`config.mk`:
```
export PLATFORM = sky130hd
export DESIGN_NAME = lifo_stack_with_sort
export DESIGN_NICKNAME = d
export VERILOG_FILES = /design/src/sv/lss_pkg.sv /design/src/sv/lifo_stack_with_sort.sv /design/src/sv/lss_cell.sv
export SDC_FILE = /design/constraint.sdc
export NUM_CORES = 2
export LEC_CHECK = 0
export ABC_AREA = 0
export BUFFER_PORTS_ARGS = -buffer_cell sky130_fd_sc_hd__buf_2
export CELL_PAD_IN_SITES_DETAIL_PLACEMENT = 0
export CELL_PAD_IN_SITES_GLOBAL_PLACEMENT = 1
export CORE_MARGIN = 4
export CORE_UTILIZATION = 30
export CTS_CLUSTER_DIAMETER = 30
export CTS_CLUSTER_SIZE = 12
export DETAILED_ROUTE_END_ITERATION = 8
export GPL_TIMING_DRIVEN = 0
export MAX_ROUTING_LAYER = met4
export PLACE_DENSITY = 0.65
export SYNTH_ARGS = -nofsm -noshare
export SYNTH_HDL_FRONTEND = slang
export SYNTH_HIERARCHICAL = 1
export SYNTH_SLANG_ARGS = --single-unit
```
`constraint.sdc`:
```
create_clock -name i_clk -period 8.5 [get_ports i_clk]
set_input_delay 0.85 -clock i_clk [delete_from_list [all_inputs] [get_ports i_clk]]
set_output_delay 0.85 -clock i_clk [all_outputs]
set_load 0.03 [all_outputs]
```
`src/sv/lss_pkg.sv`:
```
// ----------------------------------------------------------------------------
// lss_pkg
// Shared types and constants for the bounded stack with in-place sort.
// ----------------------------------------------------------------------------
`default_nettype none

package lss_pkg;

    localparam int DEF_CAPACITY = 32;
    localparam int WORD_W       = 32;
    localparam int DEPTH_W      = 6;

    typedef enum logic [1:0] {
        OP_PUSH = 2'd0,
        OP_POP  = 2'd1,
        OP_SORT = 2'd2,
        OP_NOP  = 2'd3
    } t_op;

    typedef enum logic [1:0] {
        ST_DONE      = 2'd0,
        ST_OVERFLOW  = 2'd1,
        ST_UNDERFLOW = 2'd2,
        ST_RSVD      = 2'd3
    } t_status;

    typedef enum logic [1:0] {
        CELL_HOLD = 2'd0,
        CELL_PUSH = 2'd1,
        CELL_POP  = 2'd2,
        CELL_SORT = 2'd3
    } t_cell_op;

    // command broadcast to every cell of the chain
    typedef struct packed {
        t_cell_op op;
        logic     phase;
    } t_cell_cmd;

    typedef enum logic [1:0] {
        S_IDLE = 2'd0,
        S_SORT = 2'd1,
        S_FIN  = 2'd2
    } t_state;

endpackage

`default_nettype wire

```
`src/sv/lifo_stack_with_sort.sv`:
```
// ----------------------------------------------------------------------------
// lifo_stack_with_sort
// Bounded stack of signed words held in a chain of cells, with push, pop
// and an ascending in-place sort (largest on top).
// ----------------------------------------------------------------------------
// Push, pop and the unused op code may follow back to back while the output
// is not stalled; every item gives one result in a registered output stage.
// A sort of n held entries (at most CAPACITY) runs n odd-even transposition
// steps across the cell chain, one step per cycle, then posts the result once
// the output is free; intake stops until then. A sort of fewer than two
// entries runs no steps and gives its result as a push or pop does.
// ----------------------------------------------------------------------------
`default_nettype none

module lifo_stack_with_sort
    import lss_pkg::*;
#(
    parameter int CAPACITY = DEF_CAPACITY
) (
    input  wire logic                     i_clk,
    input  wire logic                     i_rst_n,
    input  wire logic                     i_in_valid,
    output logic                          o_in_stall,
    input  wire logic [1:0]               i_op,
    input  wire logic signed [WORD_W-1:0] i_push_value,
    output logic                          o_out_valid,
    input  wire logic                     i_out_stall,
    output logic signed [WORD_W-1:0]      o_popped_value,
    output logic signed [WORD_W-1:0]      o_top_value,
    output logic [DEPTH_W-1:0]            o_depth_now,
    output logic [1:0]                    o_status,
    output logic                          o_is_full,
    output logic                          o_is_empty
);

    localparam int CW = $clog2(CAPACITY + 1);

    logic signed [WORD_W-1:0] w_value [CAPACITY];

    t_state    r_state, n_state;
    logic [CW-1:0] r_count, n_count;
    logic [CW-1:0] r_pass, n_pass;
    logic      r_out_valid, n_out_valid;
    t_cell_cmd w_cmd;

    logic signed [WORD_W-1:0] r_popped, n_popped;
    logic signed [WORD_W-1:0] r_top, n_top;
    logic [CW-1:0]            r_depth, n_depth;
    t_status                  r_status, n_status;

    logic                     w_accept;
    logic                     w_out_free;
    logic [CW+DEPTH_W-1:0]    w_depth_ext;

    genvar gi;
    generate
        for (gi = 0; gi < CAPACITY; gi++) begin : g_cell
            logic signed [WORD_W-1:0] w_above;
            logic signed [WORD_W-1:0] w_below;
            if (gi == 0) begin : g_first
                assign w_above = i_push_value;
            end else begin : g_mid_a
                assign w_above = w_value[gi-1];
            end
            if (gi == CAPACITY - 1) begin : g_last
                assign w_below = '0;
            end else begin : g_mid_b
                assign w_below = w_value[gi+1];
            end
            lss_cell #(
                .IDX (gi),
                .CW  (CW)
            ) u_cell (
                .i_clk   (i_clk),
                .i_cmd   (w_cmd),
                .i_count (r_count),
                .i_above (w_above),
                .i_below (w_below),
                .o_value (w_value[gi])
            );
        end
    endgenerate

    assign w_out_free = !r_out_valid || !i_out_stall;
    assign o_in_stall = !((r_state == S_IDLE) && w_out_free);
    assign w_accept   = i_in_valid && !o_in_stall;

    always_comb begin
        n_state     = r_state;
        n_count     = r_count;
        n_pass      = r_pass;
        n_out_valid = r_out_valid && i_out_stall;
        n_popped    = r_popped;
        n_top       = r_top;
        n_depth     = r_depth;
        n_status    = r_status;
        w_cmd.op    = CELL_HOLD;
        w_cmd.phase = r_pass[0];

        case (r_state)
            S_IDLE: begin
                if (w_accept) begin
                    n_popped = '0;
                    n_status = ST_DONE;
                    n_top    = w_value[0];
                    if (i_op == OP_PUSH) begin
                        if (r_count >= CW'(CAPACITY)) begin
                            n_status = ST_OVERFLOW;
                        end else begin
                            w_cmd.op = CELL_PUSH;
                            n_count  = r_count + 1'b1;
                            n_top    = i_push_value;
                        end
                    end else if (i_op == OP_POP) begin
                        if (r_count == '0) begin
                            n_status = ST_UNDERFLOW;
                        end else begin
                            w_cmd.op = CELL_POP;
                            n_count  = r_count - 1'b1;
                            n_popped = w_value[0];
                            n_top    = w_value[1];
                        end
                    end
                    if (n_count == '0) begin
                        n_top = '0;
                    end
                    n_depth = n_count;
                    if ((i_op == OP_SORT) && (r_count > CW'(1))) begin
                        n_state = S_SORT;
                        n_pass  = '0;
                    end else begin
                        n_out_valid = 1'b1;
                    end
                end
            end
            S_SORT: begin
                w_cmd.op = CELL_SORT;
                n_pass   = r_pass + 1'b1;
                if (r_pass == r_count - 1'b1) begin
                    n_state = S_FIN;
                end
            end
            S_FIN: begin
                if (w_out_free) begin
                    n_top       = w_value[0];
                    n_out_valid = 1'b1;
                    n_state     = S_IDLE;
                end
            end
            default: n_state = S_IDLE;
        endcase
    end

    always_ff @(posedge i_clk) begin
        if (!i_rst_n) begin
            r_state     <= S_IDLE;
            r_count     <= '0;
            r_pass      <= '0;
            r_out_valid <= 1'b0;
        end else begin
            r_state     <= n_state;
            r_count     <= n_count;
            r_pass      <= n_pass;
            r_out_valid <= n_out_valid;
        end
    end

    always_ff @(posedge i_clk) begin
        r_popped <= n_popped;
        r_top    <= n_top;
        r_depth  <= n_depth;
        r_status <= n_status;
    end

    assign w_depth_ext    = {{DEPTH_W{1'b0}}, r_depth};
    assign o_out_valid    = r_out_valid;
    assign o_popped_value = r_popped;
    assign o_top_value    = r_top;
    assign o_depth_now    = w_depth_ext[DEPTH_W-1:0];
    assign o_status       = r_status;
    assign o_is_full      = r_depth == CW'(CAPACITY);
    assign o_is_empty     = r_depth == '0;

    a_count_bound: assert property (@(posedge i_clk) disable iff (!i_rst_n)
        r_count <= CW'(CAPACITY))
        else $error("held count above capacity");

    a_sort_count_stable: assert property (@(posedge i_clk) disable iff (!i_rst_n)
        (r_state == S_SORT) |=> $stable(r_count))
        else $error("count changed during sort");

    a_overflow_full: assert property (@(posedge i_clk) disable iff (!i_rst_n)
        (r_out_valid && (r_status == ST_OVERFLOW)) |-> o_is_full)
        else $error("overflow reported while not full");

    a_underflow_empty: assert property (@(posedge i_clk) disable iff (!i_rst_n)
        (r_out_valid && (r_status == ST_UNDERFLOW)) |-> (o_is_empty && (r_popped == '0)))
        else $error("underflow reported with entries held");

endmodule

`default_nettype wire

```
`src/sv/lss_cell.sv`:
```
// ----------------------------------------------------------------------------
// lss_cell
// One stack entry. Shifts down on push, up on pop, and does one
// compare-exchange with a neighbor per odd-even transposition step.
// ----------------------------------------------------------------------------
`default_nettype none

module lss_cell
    import lss_pkg::*;
#(
    parameter int IDX = 0,
    parameter int CW  = 6
) (
    input  wire logic                     i_clk,
    input  wire t_cell_cmd                i_cmd,
    input  wire logic [CW-1:0]            i_count,
    input  wire logic signed [WORD_W-1:0] i_above,
    input  wire logic signed [WORD_W-1:0] i_below,
    output logic signed [WORD_W-1:0]      o_value
);

    localparam logic PAR = (IDX % 2) != 0;

    logic signed [WORD_W-1:0] r_value;
    logic signed [WORD_W-1:0] n_value;
    logic                     w_below_held;
    logic                     w_self_held;

    // index 0 is the top of the stack
    assign w_below_held = i_count > CW'(IDX + 1);
    assign w_self_held  = i_count > CW'(IDX);

    always_comb begin
        n_value = r_value;
        case (i_cmd.op)
            CELL_PUSH: n_value = i_above;
            CELL_POP:  n_value = i_below;
            CELL_SORT: begin
                if (PAR == i_cmd.phase) begin
                    // upper of the pair keeps the larger word
                    if (w_below_held && (i_below > r_value)) begin
                        n_value = i_below;
                    end
                end else begin
                    if ((IDX > 0) && w_self_held && (i_above < r_value)) begin
                        n_value = i_above;
                    end
                end
            end
            default: n_value = r_value;
        endcase
    end

    always_ff @(posedge i_clk) begin
        r_value <= n_value;
    end

    assign o_value = r_value;

endmodule

`default_nettype wire
```
Word-level counts from Yosys, hierarchy flattened
Index checks and enable logic that the tools add are counted.
Storage, ports and cells
  output and inout port bits: 76
  ROM bits: 0
  bits in writable memories: 0
  word-level logic and storage cells: 496
  memories kept: 0
  input port bits: 38
  latch bits: 0
  flip-flop bits (word level): 1111
Operators by class
  divide/modulo/power cells: 0
  mux-type cells: 163
  reductions and logical operators: 116
  $lt $le $gt $ge: 96
  add/subtract/negate cells: 3
  equal/unequal tests: 77
  multiply operators: 0
  bitwise logic cells: 1
  shift operators: 0
Operators with widths (count)
  32-bit two-way mux: 102
  32-bit case mux with 3 select lines: 32
  32-bit > comparator: 31
  32-bit less-than comparator: 31
  3-bit by 2-bit inequality test with 1-bit output, second input constant: 62
  3-bit AND reduction: 34
  6-bit by 5-bit > comparator with 1-bit output, second input constant: 16
  1-bit logical AND: 67
  32-bit case mux with 2 select lines: 1
  6-bit by 4-bit > comparator with 1-bit output, second input constant: 8
  6-bit two-way mux: 8
  1-bit by 32-bit > comparator with 1-bit output, first input constant: 1
  6-bit by 3-bit > comparator with 1-bit output, second input constant: 4
  2-bit two-way mux: 11
  6-bit zero test: 3
  6-bit by 1-bit adder with 6-bit output, second input constant: 2
  6-bit by 2-bit > comparator with 1-bit output, second input constant: 2
  6-bit case mux with 2 select lines: 1
  2-bit == test, second input constant: 4
  2-bit inequality test, second input constant: 4
  2-bit by 1-bit == test with 1-bit output, second input constant: 3
  6-bit == test: 1
  6-bit == test, second input constant: 1
  6-bit >= comparator, second input constant: 1
  17 further kinds: 26

Depth between registers and ports, before layout
  depth in word-level cells: 10
  depth in mapped cells: 15
  gate-level depth less buffers: 13

By module
Netlist, hierarchy kept.
By module, submodules not included
  lss_cell (g_cell[27].u_cell ...): sequential area each 960.9 µm², area an instance 2850.2 µm², cells each 277, instances 2
  lss_cell (g_cell[11].u_cell ...): sequential area each 960.9 µm², area an instance 2847.7 µm², cells each 279, instances 2
  lifo_stack_with_sort: sequential area each 2462.4 µm², area an instance 4520.6 µm², cells each 397, instances 1
  lss_cell (g_cell[24].u_cell): sequential area each 960.9 µm², area an instance 2924.1 µm², cells each 288, instances 1
  lss_cell (g_cell[18].u_cell): sequential area each 960.9 µm², area an instance 2902.8 µm², cells each 287, instances 1
  lss_cell (g_cell[22].u_cell): sequential area each 960.9 µm², area an instance 2900.3 µm², cells each 288, instances 1
  lss_cell (g_cell[3].u_cell): sequential area each 960.9 µm², area an instance 2887.8 µm², cells each 280, instances 1
  lss_cell (g_cell[25].u_cell): sequential area each 960.9 µm², area an instance 2877.8 µm², cells each 279, instances 1
  lss_cell (g_cell[26].u_cell): sequential area each 960.9 µm², area an instance 2872.8 µm², cells each 286, instances 1
  lss_cell (g_cell[29].u_cell): sequential area each 960.9 µm², area an instance 2867.8 µm², cells each 281, instances 1
  lss_cell (g_cell[23].u_cell): sequential area each 960.9 µm², area an instance 2866.5 µm², cells each 280, instances 1
  lss_cell (g_cell[15].u_cell): sequential area each 960.9 µm², area an instance 2865.2 µm², cells each 274, instances 1
  lss_cell (g_cell[21].u_cell): sequential area each 960.9 µm², area an instance 2865.2 µm², cells each 277, instances 1
  lss_cell (g_cell[10].u_cell): sequential area each 960.9 µm², area an instance 2864.0 µm², cells each 278, instances 1
  17 more rows

Least setup slack after synthesis
No wires, ideal clock.
  kind: input-to-reg
  start point: input port i_out_stall
  end point: register g_cell[26].u_cell.r_value[0] (enable)
  required time: 8.061 ns
  arrival time: 8.220 ns
  stages: 10
  path slack: -0.159 ns
  cells stage by stage: a211oi_1 nand2_1 o21ai_0 ha_1 inv_1 or3_1 a21oi_1 nand2_1 a31o_1 a32oi_1
RTL lines
  start, declared: RTL line lifo_stack_with_sort.sv:27  | input wire logic i_out_stall,
  end signal, assigned: RTL line lss_cell.sv:55  | r_value <= n_value;
  end, declared: RTL line lss_cell.sv:24  | logic signed [WORD_W-1:0] r_value;

==> key figures <==
Clock tree
  • Clock Path Buffers: 4
  • Setup Fix Bufs, Post-CTS: 0
  • CTS root buf: clkbuf_16
  • Hold_buf cts: 0
  • Worst-Skew Late Latency: 0.88 ns
  • Clock sink count: approximately 1,100
  • Post-CTS sizing: 0
  • Clock transition at the registers of the reported paths: ~0.04 ns
  • CTS tree: yes
  • Number of CTS-inserted buffers: 336
  • H-tree Lvls: 5

Synthesis
  • Xor-xnor portion of the synthesized cell area: 0.00220
  • Mapped Cells: 9,222
  • Synth cell types: 130
  • Proportion of synthesized area in mux cells: 0.00691
  • Compound-Gate Fraction of Synth Area: 0.221
  • Yosys warns: 6
  • Synth Cell Area: 95,500 um2
  • Syn_area_per_cell: 10.4 um2
  • Post-synthesis sequential area ratio: 0.348
  • Ys flop type: edfxtp_1
  • Main combinational cell family by area after synthesis: adder cells
  • Synth area leaders: edfxtp_1, ha_1, a22o_1
  • Share of flip-flops with an asynchronous set or reset: 0
  • Post-synth EDFFs: 1,096
  • Synth Area in Adders: 0.269
  • Simple-Gate Fraction of Synth Area: 0.0985
  • Synth area leader: edfxtp_1
  • Synth top area share: 0.345
  • Register bit total from synthesis: 1,111

Status
  • Status: finished clean

STA
  • Worst-Margin Slew: 1.40 ns
  • RSZ-0062 raised after global routing: no
  • Fin Hold WS: 0.293 ns
  • Setup violators final: 0
  • Fmax: 140 MHz
  • Final Cycle Share: 0.842
  • Clock skew: 0.0894 ns
  • Final Hold Vio Count: 0
  • Relative slew slack: 0.0550
  • Final min period: 7.16 ns
  • Slew Viols, Final: 0

Finish
  • Layout cell share with drive strength beyond 1: 0.0886
  • Final instance area: 114,000 um2
  • Final Net Count: 11,868
  • Synthesis-to-layout area growth: 19.4%
  • Final core utilization: 0.361

Power and ir drop
  • Power Total: 30.4 mW
  • Peak VDD IR: about 0.17 mV
  • Leakage: 52.3 nW
  • PD cells: 266 nW/um2

Worst setup path
  • Max stage delay on crit path: 0.97 ns
  • Worst EP arrival: 7.69 ns
  • Crit Reg-Reg Endpoint: g_cell[28].u_cell/o_value[26]$_DFFE_PP_
  • Max FO, Critical Path: 34
  • CP startpoint kind: flip-flop
  • CP max-delay cell: a21oi_1
  • Kind of end point of the critical path: flip-flop
  • Critical Path, Cell by Cell: clkbuf_1, inv_1, ha_1, a21oi_1, clkbuf_1, nand2_1, nand2_4, buf_16, ha_1, nand2_1, o21bai_1, a211oi_1, o21ai_1, a211oi_1, o21ai_0, nand3_2, buf_16
  • Reg2reg start: r_count[0]$_SDFFE_PN0P_
  • Setup CP Type: flip-flop to flip-flop
  • Flop2flop setup slack: around 1.3 ns
  • Reg2Reg Depth: 17
  • Critical Path RT: 9.03 ns

Worst hold path
  • Worst Hold Path Cells: 3
  • Hold Crit Class: primary input to flip-flop
  • Hold Crit Endpoint: g_cell[0].u_cell/o_value[0]$_DFFE_PP_
  • Min-delay src: i_push_value[0]

Floorplanning
  • Die height: 572 um
  • Die area: 327,000 um2
  • Die width: 572 um
  • I/O pins: around 110
  • Core box area: 316,000 um2
  • Initial Util: 0.302
  • Row count: between 200 and 250

Route
  • DRC Markers: 0
  • DRT Pass-1 Iters: 6
  • Antenna Nets Post-Route: 0
  • Mean number of vias per cell: ~5.6
  • Vias: around 79,000
  • Routed len/inst: 21.9 um
  • DRT Wirelength: 311,000 um
  • DR iter-0 viols: 6,221

GRT
  • GRT met3 Usage: 0.0287
  • Vias in the first global route: approximately 79,000
  • Overflow after GRT: 0
  • Layer with the highest usage: met2
  • GRT Overall Usage: 0.187
  • M2 GR Usage: 0.286
  • Largest net degree at the start of global routing: 62
  • Met1 Use GR: 0.257
  • Initial antenna violation count: 2
  • First-pass GRT wire length: between 400,000 and 500,000 um

Run
  • Max_cap viols: 0

Placement
  • Buffers on Ports: around 110
  • Area post-placement: 103,000 um2
  • DP HPWL: 242,000 um
  • Routability congestion estimate from global placement: 0.896
==> logic make-up after synthesis <==
| kind of cell | after synthesis |
|---|---|
| adder cells (fa/ha/maj) | 2054 |
| AO/OA/AOI/OAI | 2881 |
| flip-flops | 1111 |
| XOR/XNOR | 24 |
| multiplexers | 61 |
| AND/OR/NAND/NOR | 1715 |
| other | 1 |
| buffers and inverters | 1375 |
==> layout by cell type (no fill, tap or decap), drive strengths merged, types with 84 or more instances in the layout <==
master and count:
a21o 186, buf 181, nand3 188, clkinv 123, inv 1164, a22o 993, o21ai 316, a21oi 731
edfxtp 1096, nand4 312, nor2 223, ha 2054, a211oi 88, o211ai 86, nand2 490, clkbuf 584
and4 84
==> layer usage <==
metal,share of wire,vias to the layer above
li1,-,37143
met1,0.47,38943
met2,0.44,2515
met3,0.062,546
met4,0.024,0
met5,0,-
==> critical path, delay by kind of cell (launching register included) <==
family	cells	cell delay, ns
compound gates	6	2.31
fa+ha+maj	2	0.60
buf+inv	5	1.53
flops	1	0.93
simple gates	4	1.40
==> synth_stat cells, types with 14 or more instances <==
| cell type | number |
|---|---|
| inv_1 | 1150 |
| xnor2_1 | 18 |
| mux2_2 | 27 |
| a211o_1 | 17 |
| o21a_1 | 30 |
| dfxtp_1 | 15 |
| a221o_1 | 27 |
| buf_1 | 16 |
| nand4_1 | 294 |
| a221oi_1 | 51 |
| nand3b_1 | 17 |
| a31oi_1 | 59 |
| a211oi_1 | 83 |
| a22oi_1 | 36 |
| nor2_1 | 222 |
| and3_1 | 15 |
| o21ai_1 | 54 |
| nand2_1 | 489 |
| and4_1 | 76 |
| nor3_1 | 68 |
| a21o_1 | 186 |
| nand2b_1 | 44 |
| mux2i_1 | 25 |
| o21ai_0 | 257 |
| edfxtp_1 | 1096 |
| ha_1 | 2054 |
| o31ai_1 | 14 |
| nor4_1 | 50 |
| a22o_1 | 990 |
| nor2b_1 | 57 |
| or3_1 | 14 |
| clkbuf_1 | 196 |
| a2111oi_0 | 19 |
| a2bb2oi_1 | 34 |
| a21oi_1 | 715 |
| and2_1 | 46 |
| a21boi_0 | 20 |
| o211ai_1 | 76 |
| or4_1 | 14 |
| a21oi_2 | 15 |
| nand4_2 | 16 |
| nand3_1 | 184 |
==> final cells by class <==
cell class	instances	area (um2)
Antenna cell	3	7.51
Buffer	224	881
Clock buffer	388	8750
Clock inverter	225	2610
Fill cell	31104	202000
Inverter	1151	4320
Multi-Input combinational cell	6799	57600
Sequential cell	1111	33200
Tap cell	4160	5200
Timing Repair Buffer	153	1430
==> sequential cells by signal, summed over array words and instances, names as in the netlist <==
register	cells
o_top_value	32
o_status	2
o_out_valid	1
g_cell.u_cell/o_value	1024
r_state	2
r_count	6
r_pass	6
o_popped_value	32
o_depth_now	6
==> worst max-delay path by stage <==
| stage | from | end | slack [ns] | cells past startpoint |
|---|---|---|---|---|
| floorplan | i_out_stall | g_cell[26].u_cell/o_value[0]$_DFFE_PP_ | 1.32 | 10 |
| global placement | r_count[5]$_SDFFE_PN0P_ | g_cell[26].u_cell/o_value[4]$_DFFE_PP_ | -4.49 | 11 |
| detailed placement | r_count[0]$_SDFFE_PN0P_ | g_cell[7].u_cell/o_value[3]$_DFFE_PP_ | 1.53 | 13 |
| CTS | r_count[0]$_SDFFE_PN0P_ | g_cell[7].u_cell/o_value[10]$_DFFE_PP_ | 1.43 | 13 |
| global route | r_count[0]$_SDFFE_PN0P_ | g_cell[28].u_cell/o_value[19]$_DFFE_PP_ | 1.05 | 17 |
| finish | r_count[0]$_SDFFE_PN0P_ | g_cell[28].u_cell/o_value[26]$_DFFE_PP_ | 1.34 | 17 |
==> through the flow <==
stage | std cells | setup WS [ns] | setup TNS (ns)
floorplan | 9285 | 1.32 | 0
finish | 14214 | 1.34 | 0
global placement | 13558 | -4.49 | -5082.81
global route | 14214 | 1.05 | 0
CTS | 14210 | 1.43 | 0
detailed placement | 13597 | 1.53 | 0
==> where the power goes <==
| group | switching, mW | internal, mW | total (mW) |
|---|---|---|---|
| clock network | 3.83 | 8.74 | 12.6 |
| registers | 1.70 | 7.42 | 9.12 |
| logic | 5.00 | 3.69 | 8.69 |
Power figures use the tool's default switching activity.
